[src/hw/rtl/cooperative_task_scheduler_defines.svh]
// assertion macros used by the scheduler engine
// expects aclk and aresetn in the scope of each use
`ifndef COOPERATIVE_TASK_SCHEDULER_DEFINES_SVH
`define COOPERATIVE_TASK_SCHEDULER_DEFINES_SVH

// same-cycle implication
`define CTS_ASSERT_NOW(label, ante, cons, msg) \
    label: assert property (@(posedge aclk) disable iff (!aresetn) (ante) |-> (cons)) \
        else $error(msg);

// next-cycle implication
`define CTS_ASSERT_NEXT(label, ante, cons, msg) \
    label: assert property (@(posedge aclk) disable iff (!aresetn) (ante) |=> (cons)) \
        else $error(msg);

`endif

[src/hw/rtl/cts_pkg.sv]
// types, constants and helpers for the cooperative task scheduler
// no dependencies
`default_nettype none

package cts_pkg;

    localparam int NUM_SLOTS       = 8;
    localparam int RUN_COUNT_WIDTH = 8;
    localparam int TIME_WIDTH      = 32;
    localparam int RESULTS_CAP     = 8;

    localparam int SLOT_IDX_W = (NUM_SLOTS > 1) ? $clog2(NUM_SLOTS) : 1;
    localparam int SLOT_CNT_W = $clog2(NUM_SLOTS + 1);
    localparam int RES_CNT_W  = $clog2(RESULTS_CAP);

    localparam logic [1:0] FUNC_ADD      = 2'd0;
    localparam logic [1:0] FUNC_TICK     = 2'd1;
    localparam logic [1:0] FUNC_DISPATCH = 2'd2;

    localparam logic [1:0] KIND_ADD_ACK = 2'd0;
    localparam logic [1:0] KIND_TASK    = 2'd1;
    localparam logic [1:0] KIND_NONE    = 2'd2;

    typedef logic [SLOT_IDX_W-1:0] slot_idx_t;
    typedef logic [NUM_SLOTS-1:0]  slot_vec_t;

    typedef struct packed {
        logic [1:0]  func;
        logic [15:0] task_id;
        logic [31:0] start_delay;
        logic [31:0] repeat_period;
    } in_beat_t;

    typedef struct packed {
        logic [1:0]  kind;
        logic [2:0]  slot;
        logic [15:0] task_out;
        logic        table_full;
        logic        last;
    } out_beat_t;

    typedef struct packed {
        logic [15:0]                task_id;
        logic [TIME_WIDTH-1:0]      delay;
        logic [TIME_WIDTH-1:0]      period;
        logic [RUN_COUNT_WIDTH-1:0] runs;
    } slot_entry_t;

    typedef struct packed {
        logic      en;
        slot_idx_t addr;
    } mem_rd_t;

    typedef struct packed {
        logic        en;
        slot_idx_t   addr;
        slot_entry_t data;
    } mem_wr_t;

    typedef enum logic [2:0] {
        ST_IDLE,
        ST_TICK,
        ST_DSP_FIND,
        ST_DSP_DATA,
        ST_RESP
    } state_t;

    // low three bits of a slot number
    function automatic logic [2:0] slot_field(input slot_idx_t idx);
        logic [7:0] w;
        w = 8'(idx);
        return w[2:0];
    endfunction

endpackage

`default_nettype wire

[src/hw/rtl/cts_slot_ram.sv]
// slot table memory: one write port, one read port with registered data
// depends on cts_pkg
`default_nettype none

module cts_slot_ram (
    input  wire logic                 aclk,
    input  wire cts_pkg::mem_rd_t     rd,
    input  wire cts_pkg::mem_wr_t     wr,
    output cts_pkg::slot_entry_t      rd_data
);
    import cts_pkg::*;

    slot_entry_t entries_reg [NUM_SLOTS];
    slot_entry_t rdata_reg;

    always_ff @(posedge aclk) begin
        if (wr.en) begin
            entries_reg[wr.addr] <= wr.data;
        end
    end

    always_ff @(posedge aclk) begin
        if (rd.en) begin
            rdata_reg <= entries_reg[rd.addr];
        end
    end

    assign rd_data = rdata_reg;

endmodule

`default_nettype wire

[src/hw/rtl/cts_out_buf.sv]
// one-entry output register between the engine and the result channel
// depends on cts_pkg
`default_nettype none

module cts_out_buf (
    input  wire logic                aclk,
    input  wire logic                aresetn,
    input  wire logic                in_valid,
    output logic                     in_ready,
    input  wire cts_pkg::out_beat_t  in_beat,
    output logic                     out_valid,
    input  wire logic                out_ready,
    output cts_pkg::out_beat_t       out_beat
);
    import cts_pkg::*;

    logic      vld_reg;
    out_beat_t data_reg;

    assign in_ready = !vld_reg || out_ready;

    always_ff @(posedge aclk) begin
        if (!aresetn) begin
            vld_reg <= 1'b0;
        end else if (in_ready) begin
            vld_reg <= in_valid;
        end
    end

    always_ff @(posedge aclk) begin
        if (in_ready && in_valid) begin
            data_reg <= in_beat;
        end
    end

    assign out_valid = vld_reg;
    assign out_beat  = data_reg;

endmodule

`default_nettype wire

[src/hw/rtl/cts_engine.sv]
// scheduler sequencer: valid and ready bits, read-modify-write of the slot memory
// depends on cts_pkg and cooperative_task_scheduler_defines.svh
`default_nettype none
`include "cooperative_task_scheduler_defines.svh"

module cts_engine (
    input  wire logic                  aclk,
    input  wire logic                  aresetn,
    input  wire logic                  in_valid,
    output logic                       in_ready,
    input  wire cts_pkg::in_beat_t     in_beat,
    output logic                       res_valid,
    input  wire logic                  res_ready,
    output cts_pkg::out_beat_t         res_beat,
    output cts_pkg::mem_rd_t           mem_rd,
    output cts_pkg::mem_wr_t           mem_wr,
    input  wire cts_pkg::slot_entry_t  mem_rdata
);
    import cts_pkg::*;

    state_t                state_reg, state_next;
    slot_vec_t             valid_reg, valid_next;
    slot_vec_t             ready_reg, ready_next;
    logic [SLOT_CNT_W-1:0] issue_reg, issue_next;
    logic                  wb_vld_reg, wb_vld_next;
    slot_idx_t             wb_idx_reg, wb_idx_next;
    slot_idx_t             scan_reg, scan_next;
    slot_idx_t             cur_reg, cur_next;
    logic [RES_CNT_W-1:0]  nres_reg, nres_next;
    out_beat_t             res_reg, res_next;

    logic                  free_found;
    slot_idx_t             free_idx;
    logic                  rdy_found;
    slot_idx_t             rdy_idx;
    logic                  more_above;
    logic [TIME_WIDTH-1:0] dly_in;
    logic [TIME_WIDTH-1:0] per_in;
    slot_entry_t           tick_ent;
    slot_entry_t           dsp_ent;
    logic                  dsp_last;

    assign dly_in = in_beat.start_delay[TIME_WIDTH-1:0];
    assign per_in = in_beat.repeat_period[TIME_WIDTH-1:0];

    // lowest free slot, next ready slot from scan point, ready slots above current
    always_comb begin
        free_found = 1'b0;
        free_idx   = '0;
        rdy_found  = 1'b0;
        rdy_idx    = '0;
        more_above = 1'b0;
        for (int j = NUM_SLOTS - 1; j >= 0; j--) begin
            if (!valid_reg[j]) begin
                free_found = 1'b1;
                free_idx   = slot_idx_t'(j);
            end
            if (ready_reg[j] && (j >= int'(scan_reg))) begin
                rdy_found = 1'b1;
                rdy_idx   = slot_idx_t'(j);
            end
            if (ready_reg[j] && (j > int'(cur_reg))) begin
                more_above = 1'b1;
            end
        end
    end

    // tick update of one entry
    always_comb begin
        tick_ent = mem_rdata;
        if (mem_rdata.delay == '0) begin
            tick_ent.delay = mem_rdata.period;
            if (mem_rdata.runs != '1) begin
                tick_ent.runs = mem_rdata.runs + 1'b1;
            end
        end else begin
            tick_ent.delay = mem_rdata.delay - 1'b1;
        end
    end

    always_comb begin
        dsp_ent      = mem_rdata;
        dsp_ent.runs = mem_rdata.runs - 1'b1;
        dsp_last     = !more_above || (nres_reg == RES_CNT_W'(RESULTS_CAP - 1));
    end

    always_ff @(posedge aclk) begin
        if (!aresetn) begin
            state_reg  <= ST_IDLE;
            valid_reg  <= '0;
            ready_reg  <= '0;
            wb_vld_reg <= 1'b0;
        end else begin
            state_reg  <= state_next;
            valid_reg  <= valid_next;
            ready_reg  <= ready_next;
            wb_vld_reg <= wb_vld_next;
        end
    end

    always_ff @(posedge aclk) begin
        issue_reg  <= issue_next;
        wb_idx_reg <= wb_idx_next;
        scan_reg   <= scan_next;
        cur_reg    <= cur_next;
        nres_reg   <= nres_next;
        res_reg    <= res_next;
    end

    always_comb begin
        state_next  = state_reg;
        valid_next  = valid_reg;
        ready_next  = ready_reg;
        issue_next  = issue_reg;
        wb_vld_next = wb_vld_reg;
        wb_idx_next = wb_idx_reg;
        scan_next   = scan_reg;
        cur_next    = cur_reg;
        nres_next   = nres_reg;
        res_next    = res_reg;
        mem_rd      = '0;
        mem_wr      = '0;
        in_ready    = 1'b0;
        res_valid   = 1'b0;
        res_beat    = res_reg;

        unique case (state_reg)
            ST_IDLE: begin
                in_ready = 1'b1;
                if (in_valid) begin
                    unique case (in_beat.func)
                        FUNC_ADD: begin
                            if (free_found) begin
                                mem_wr.en           = 1'b1;
                                mem_wr.addr         = free_idx;
                                mem_wr.data.task_id = in_beat.task_id;
                                mem_wr.data.delay   = dly_in;
                                mem_wr.data.period  = per_in;
                                mem_wr.data.runs    =
                                    RUN_COUNT_WIDTH'((dly_in == '0) && (per_in == '0));
                                valid_next[free_idx] = 1'b1;
                                ready_next[free_idx] = (dly_in == '0) && (per_in == '0);
                                res_next = '{kind: KIND_ADD_ACK, slot: slot_field(free_idx),
                                             task_out: '0, table_full: 1'b0, last: 1'b1};
                            end else begin
                                res_next = '{kind: KIND_ADD_ACK, slot: '0, task_out: '0,
                                             table_full: 1'b1, last: 1'b1};
                            end
                            state_next = ST_RESP;
                        end
                        FUNC_TICK: begin
                            issue_next  = '0;
                            wb_vld_next = 1'b0;
                            state_next  = ST_TICK;
                        end
                        FUNC_DISPATCH: begin
                            scan_next  = '0;
                            nres_next  = '0;
                            state_next = ST_DSP_FIND;
                        end
                        default: begin
                        end
                    endcase
                end
            end
            ST_TICK: begin
                // read slot n while slot n-1 is written back
                if (issue_reg < SLOT_CNT_W'(NUM_SLOTS)) begin
                    mem_rd.en   = 1'b1;
                    mem_rd.addr = issue_reg[SLOT_IDX_W-1:0];
                    issue_next  = issue_reg + 1'b1;
                    wb_vld_next = 1'b1;
                    wb_idx_next = issue_reg[SLOT_IDX_W-1:0];
                end else begin
                    wb_vld_next = 1'b0;
                end
                if (wb_vld_reg && valid_reg[wb_idx_reg]) begin
                    mem_wr.en   = 1'b1;
                    mem_wr.addr = wb_idx_reg;
                    mem_wr.data = tick_ent;
                    ready_next[wb_idx_reg] = (tick_ent.runs != '0);
                end
                if ((issue_reg == SLOT_CNT_W'(NUM_SLOTS)) && !wb_vld_reg) begin
                    state_next = ST_IDLE;
                end
            end
            ST_DSP_FIND: begin
                if (rdy_found) begin
                    mem_rd.en   = 1'b1;
                    mem_rd.addr = rdy_idx;
                    cur_next    = rdy_idx;
                    state_next  = ST_DSP_DATA;
                end else begin
                    res_next = '{kind: KIND_NONE, slot: '0, task_out: '0,
                                 table_full: 1'b0, last: 1'b1};
                    state_next = ST_RESP;
                end
            end
            ST_DSP_DATA: begin
                mem_wr.en   = 1'b1;
                mem_wr.addr = cur_reg;
                mem_wr.data = dsp_ent;
                if (mem_rdata.period == '0) begin
                    valid_next[cur_reg] = 1'b0;
                    ready_next[cur_reg] = 1'b0;
                end else begin
                    ready_next[cur_reg] = (dsp_ent.runs != '0);
                end
                res_next = '{kind: KIND_TASK, slot: slot_field(cur_reg),
                             task_out: mem_rdata.task_id, table_full: 1'b0, last: dsp_last};
                nres_next  = nres_reg + 1'b1;
                scan_next  = cur_reg + 1'b1;
                state_next = ST_RESP;
            end
            ST_RESP: begin
                res_valid = 1'b1;
                if (res_ready) begin
                    state_next = res_reg.last ? ST_IDLE : ST_DSP_FIND;
                end
            end
            default: begin
                state_next = ST_IDLE;
            end
        endcase
    end

    `CTS_ASSERT_NOW(a_no_rw_same_slot, mem_rd.en && mem_wr.en, mem_rd.addr != mem_wr.addr, "read and write hit the same slot")
    `CTS_ASSERT_NOW(a_ready_implies_valid, 1'b1, (ready_reg & ~valid_reg) == '0, "ready bit on a free slot")
    `CTS_ASSERT_NOW(a_dispatch_has_runs, state_reg == ST_DSP_DATA, mem_rdata.runs != '0, "dispatched slot without pending runs")
    `CTS_ASSERT_NOW(a_none_is_last, res_valid && (res_beat.kind == KIND_NONE), res_beat.last, "none result not marked last")
    `CTS_ASSERT_NEXT(a_tick_starts_walk, in_valid && in_ready && (in_beat.func == FUNC_TICK), state_reg == ST_TICK, "tick did not start the slot walk")

endmodule

`default_nettype wire

[src/hw/rtl/cooperative_task_scheduler.sv]
// cooperative task scheduler: slot table in a memory with registered read data, one item at a time
// add: one result per input beat; tick: no result
// dispatch: a none result if no slot is ready, else one result per dispatched task, each through
// the find, read and emit steps, and then through the output register
// reset clears the valid and ready bits; the memory needs no clearing pass
// depends on cts_pkg, cts_slot_ram, cts_engine, cts_out_buf
`default_nettype none

module cooperative_task_scheduler (
    input  wire logic                aclk,
    input  wire logic                aresetn,
    input  wire logic                s_valid,
    output logic                     s_ready,
    input  wire cts_pkg::in_beat_t   s_data,
    output logic                     m_valid,
    input  wire logic                m_ready,
    output cts_pkg::out_beat_t       m_data
);
    import cts_pkg::*;

    mem_rd_t     mem_rd;
    mem_wr_t     mem_wr;
    slot_entry_t mem_rdata;
    logic        res_valid;
    logic        res_ready;
    out_beat_t   res_beat;

    cts_slot_ram u_ram (
        .aclk    (aclk),
        .rd      (mem_rd),
        .wr      (mem_wr),
        .rd_data (mem_rdata)
    );

    cts_engine u_engine (
        .aclk      (aclk),
        .aresetn   (aresetn),
        .in_valid  (s_valid),
        .in_ready  (s_ready),
        .in_beat   (s_data),
        .res_valid (res_valid),
        .res_ready (res_ready),
        .res_beat  (res_beat),
        .mem_rd    (mem_rd),
        .mem_wr    (mem_wr),
        .mem_rdata (mem_rdata)
    );

    cts_out_buf u_out (
        .aclk      (aclk),
        .aresetn   (aresetn),
        .in_valid  (res_valid),
        .in_ready  (res_ready),
        .in_beat   (res_beat),
        .out_valid (m_valid),
        .out_ready (m_ready),
        .out_beat  (m_data)
    );

endmodule

`default_nettype wire

[config.mk]
export PLATFORM = sky130hd
export DESIGN_NAME = cooperative_task_scheduler
export DESIGN_NICKNAME = d
export VERILOG_FILES = /design/src/hw/rtl/cts_pkg.sv /design/src/hw/rtl/cts_slot_ram.sv /design/src/hw/rtl/cts_out_buf.sv /design/src/hw/rtl/cts_engine.sv /design/src/hw/rtl/cooperative_task_scheduler.sv
export VERILOG_INCLUDE_DIRS = /design/src /design/src/hw/rtl
export SDC_FILE = /design/constraint.sdc
export NUM_CORES = 1
export LEC_CHECK = 0
export BUFFER_PORTS_ARGS = -buffer_cell sky130_fd_sc_hd__buf_4
export CORE_MARGIN = 2
export CORE_UTILIZATION = 30
export DETAILED_ROUTE_END_ITERATION = 10
export HOLD_SLACK_MARGIN = 0.15
export PLACE_DENSITY = 0.58
export SYNTH_ARGS = -nofsm -noshare
export SYNTH_HDL_FRONTEND = slang
export SYNTH_SLANG_ARGS = --single-unit
export TNS_END_PERCENT = 30
[constraint.sdc]
create_clock -name aclk -period 8.3 [get_ports aclk]
set_input_delay 0.415 -clock aclk [delete_from_list [all_inputs] [get_ports aclk]]
set_output_delay 0.415 -clock aclk [all_outputs]
set_load 0.005 [all_outputs]
==> impl_metrics.py <==
metrics = {
    "timing": {
        "fmax_ghz": 0.207,
        "tns_ns": 0,
        "holdWs_ns": 0.263,
        "finalWorstSetupSlack_ns": 3.47,
        "hold_viol_final": 0,
        "setup_violations": 0,
        "timing.final.max_slew_violations": 0,
        "rsz0062_at_grt": "no",
        "maxSlewHeadroom_pct": 8.60,
        "fin_crit_sh_pct": 58.2,
        "min_period_ns": 4.83,
        "tightest_slew_ns": 1.36,
        "fin_worst_skew_ns": 0.0183,
    },
    "floorplanning": {
        "core_area_um2": 118000,
        "num_io_pins": 111,
        "die_h_um": 350,
        "die_w_um": 350,
        "die-area_um2": 123000,
        "initial_core_util_pct": 30.4,
        "core.rowCount": 126,
    },
    "run": {
        "max_cap_viol_count": 0,
    },
    "place": {
        "place.gp.congestion": 0.842,
        "hpwl_um": 52300,
        "io_buffers": 110,
        "placed_cell_area_um2": 38600,
        "preCtsSetupSlack_ns": 3.56,
    },
    "power_and_ir_drop": {
        "p_sw_w": 0.00189,
        "combPwrFrac_pct": 3.5,
        "ir_worst_vdd_mv": 0.165,
        "p_sw_share_pct": 21.0,
        "clockPowerShare_pct": 41.9,
        "internal_power_w": 0.00711,
        "p_leak_nw": 13.2,
        "seqPwrFrac_pct": 54.6,
        "power_density_nw_per_um2": 217,
    },
    "worst_setup_path": {
        "cp.arrival_ns": 5.10,
        "rr_startpoint": "u_engine.state_reg[1]$_SDFFE_PN0P_",
        "critical_path_class": "register to register",
        "cp_max_fo": 88,
        "crit_required_ns": 8.57,
        "crit_path_end_kind": "register",
        "crit_start": "u_engine.state_reg[1]$_SDFFE_PN0P_",
        "critPathLaunchType": "register",
    },
    "routing": {
        "drtAntennaViolNets": 0,
        "vias": 19500,
        "drtIter0Drc": 2052,
        "routedWlPerCell_um": 24.6,
        "routed_wl_um": 91500,
        "drc_errors": 0,
        "via_per_inst": 5.25,
        "dr.pass1.iters": 6,
    },
    "cts": {
        "htreeDepth": 3,
        "tritoncts": "built",
        "cts.clk_slew.worst_paths_ns": 0.06,
        "root_buffer": "clkbuf_16",
        "cts_made_buffers": 88,
        "cts_hold_buf": 2,
        "clock_latency_ns": 0.65,
        "cts_resized": 0,
        "clk_path_buf_depth": 3,
        "cts.sinks": 875,
        "post_cts_buffers": 0,
    },
    "global_route": {
        "grt-ovfl-total": 0,
        "grt_first_pass_wirelength_um": 134000,
        "grt_pass1_vias": 19800,
        "antenna_found_initial": 3,
        "grt_usage_pct": 14.7,
        "grt_max_degree": 149,
    },
    "status": {
        "status": "finished, final reports clean",
    },
    "cells_and_area": {
        "nNetsFinal": 2157,
        "largest_register_ffs": 704,
        "finish.instance_area_um2": 41400,
        "drive_above_1_share_pct": 25.6,
        "area_growth_pct": 15.1,
        "diodes": 0,
    },
    "synthesis": {
        "synth_flop_cell": "edfxtp_1",
        "yosysSeqAreaShare_pct": 72.5,
        "synth_edf_count": 854,
        "synthArstFlopShare_pct": 0,
        "synth_cells": 1935,
        "ys_seq_elements": 875,
        "syn_avg_cell_area_um2": 18.6,
        "ys_warn_count": 0,
        "synth_nets": 2037,
        "synth_area_um2": 35900,
        "ys_types": 75,
    },
    "hold_path": {
        "hp-class": "primary input to register",
        "hold_start": "s_data[31]",
    },
}
-- layer usage --
layer | vias to the layer above | track usage [%] | part of all wire [%]
met5 | - | 0 | 0.015
met4 | 2 | 3.70 | 1.9
met3 | 136 | 2.82 | 7.4
met2 | 819 | 23.1 | 47
met1 | 10300 | 21.0 | 44
li1 | 8292 | - | -
-- placed cells by master (no fill, tap or decap), types with 5 or more instances in the layout --
master / instances
o31ai_1: 5
o21ai_1: 14
nand2b_1: 10
and3_1: 28
o22ai_1: 9
xor2_1: 9
ha_1: 16
nor3_1: 17
a22o_1: 48
o211ai_1: 8
dfxtp_1: 21
or3_1: 7
nor4_1: 50
xnor2_1: 21
a221o_1: 9
clkinv_1: 29
inv_1: 24
clkbuf_1: 14
nand3_1: 20
nor2_4: 5
nor2_1: 58
a21boi_0: 6
a211oi_1: 7
clkinv_2: 8
edfxtp_1: 854
a31oi_1: 7
or4_1: 6
clkbuf_16: 90
nand2_1: 57
a22oi_1: 24
mux4_2: 176
buf_4: 127
and2_1: 5
a21oi_1: 37
mux2_2: 89
o21ai_0: 70
nand4_1: 14
nor2b_1: 5
o2111ai_1: 6
buf_12: 10
-- worst max-delay path, cell delays in order, from the launching register on --
cell     delay, ns
dfxtp_1       0.58
nor3_1        0.78
and3_1        0.45
o21ai_0       0.32
o21ai_1       0.81
nand2_1       0.51
nor3b_4       0.34
buf_12        0.56
-- synthesized netlist by cell type, drive strengths merged, types with 21 or more instances --
cell	instances	area [um^2]
nor4	52	338
o21ai	84	420
mux4	176	3960
and3	28	175
clkbuf	65	244
a21oi	39	199
a22oi	25	188
mux2	89	1000
dfxtp	21	420
xnor2	21	184
nor2	64	243
buf	44	317
a22o	49	429
edfxtp	854	25600
inv	25	93.8
nand2	57	214
-- stage by stage --
stage,instances,total power (W),util (%)
global route,3721,0.00928,34.9
finish,3721,0.00900,34.9
CTS,3721,0.00908,34.9
floorplan,1935,0.00517,-
detailed placement,3563,0.00532,32.6
global placement,3563,0.00531,32.6
-- path summary, 6_finish.rpt --
path                                                           end  cells past startpoint  slack (ns)
worst min register to register         u_out.out_beat[1]$_DFFE_PP_                      0        0.42
worst max register to register  u_ram.entries_reg[4][19]$_DFFE_PP_                      7        3.47
worst max-delay path            u_ram.entries_reg[4][19]$_DFFE_PP_                      7        3.47
worst min-delay path            u_ram.entries_reg[1][39]$_DFFE_PP_                      2        0.26
-- cells by family (layout without fill, tap and decap cells) --
family,count (synthesis),after routing,share of synthesized area (%)
flip-flops,875,875,72.5
XOR/XNOR,30,30,0.731
AO/OA/AOI/OAI,301,301,5.81
multiplexers,268,268,13.9
buffers and inverters,134,320,1.82
adder cells (fa/ha/maj),16,16,0.557
AND/OR/NAND/NOR,311,311,4.67
-- cell type report --
cell class	instances	area, um^2
Clock buffer	104	2300
Clock inverter	52	402
Fill cell	11100	77000
Inverter	25	93.8
Multi-Input combinational cell	926	9330
Sequential cell	875	26100
Tap cell	1600	2000
Timing Repair Buffer	139	1170
-- power by group through the flow --
| stage | sequential [W] | combinational [W] | clock, W |
|---|---|---|---|
| floorplan | 0.00499 | 0.000184 | 0 |
| global placement | 0.00500 | 0.000306 | 0 |
| detailed placement | 0.00500 | 0.000313 | 0 |
| CTS | 0.00491 | 0.000315 | 0.00386 |
| global route | 0.00491 | 0.000336 | 0.00403 |
| finish | 0.00491 | 0.000312 | 0.00377 |
No activity file was read; power rests on OpenSTA's default activity.
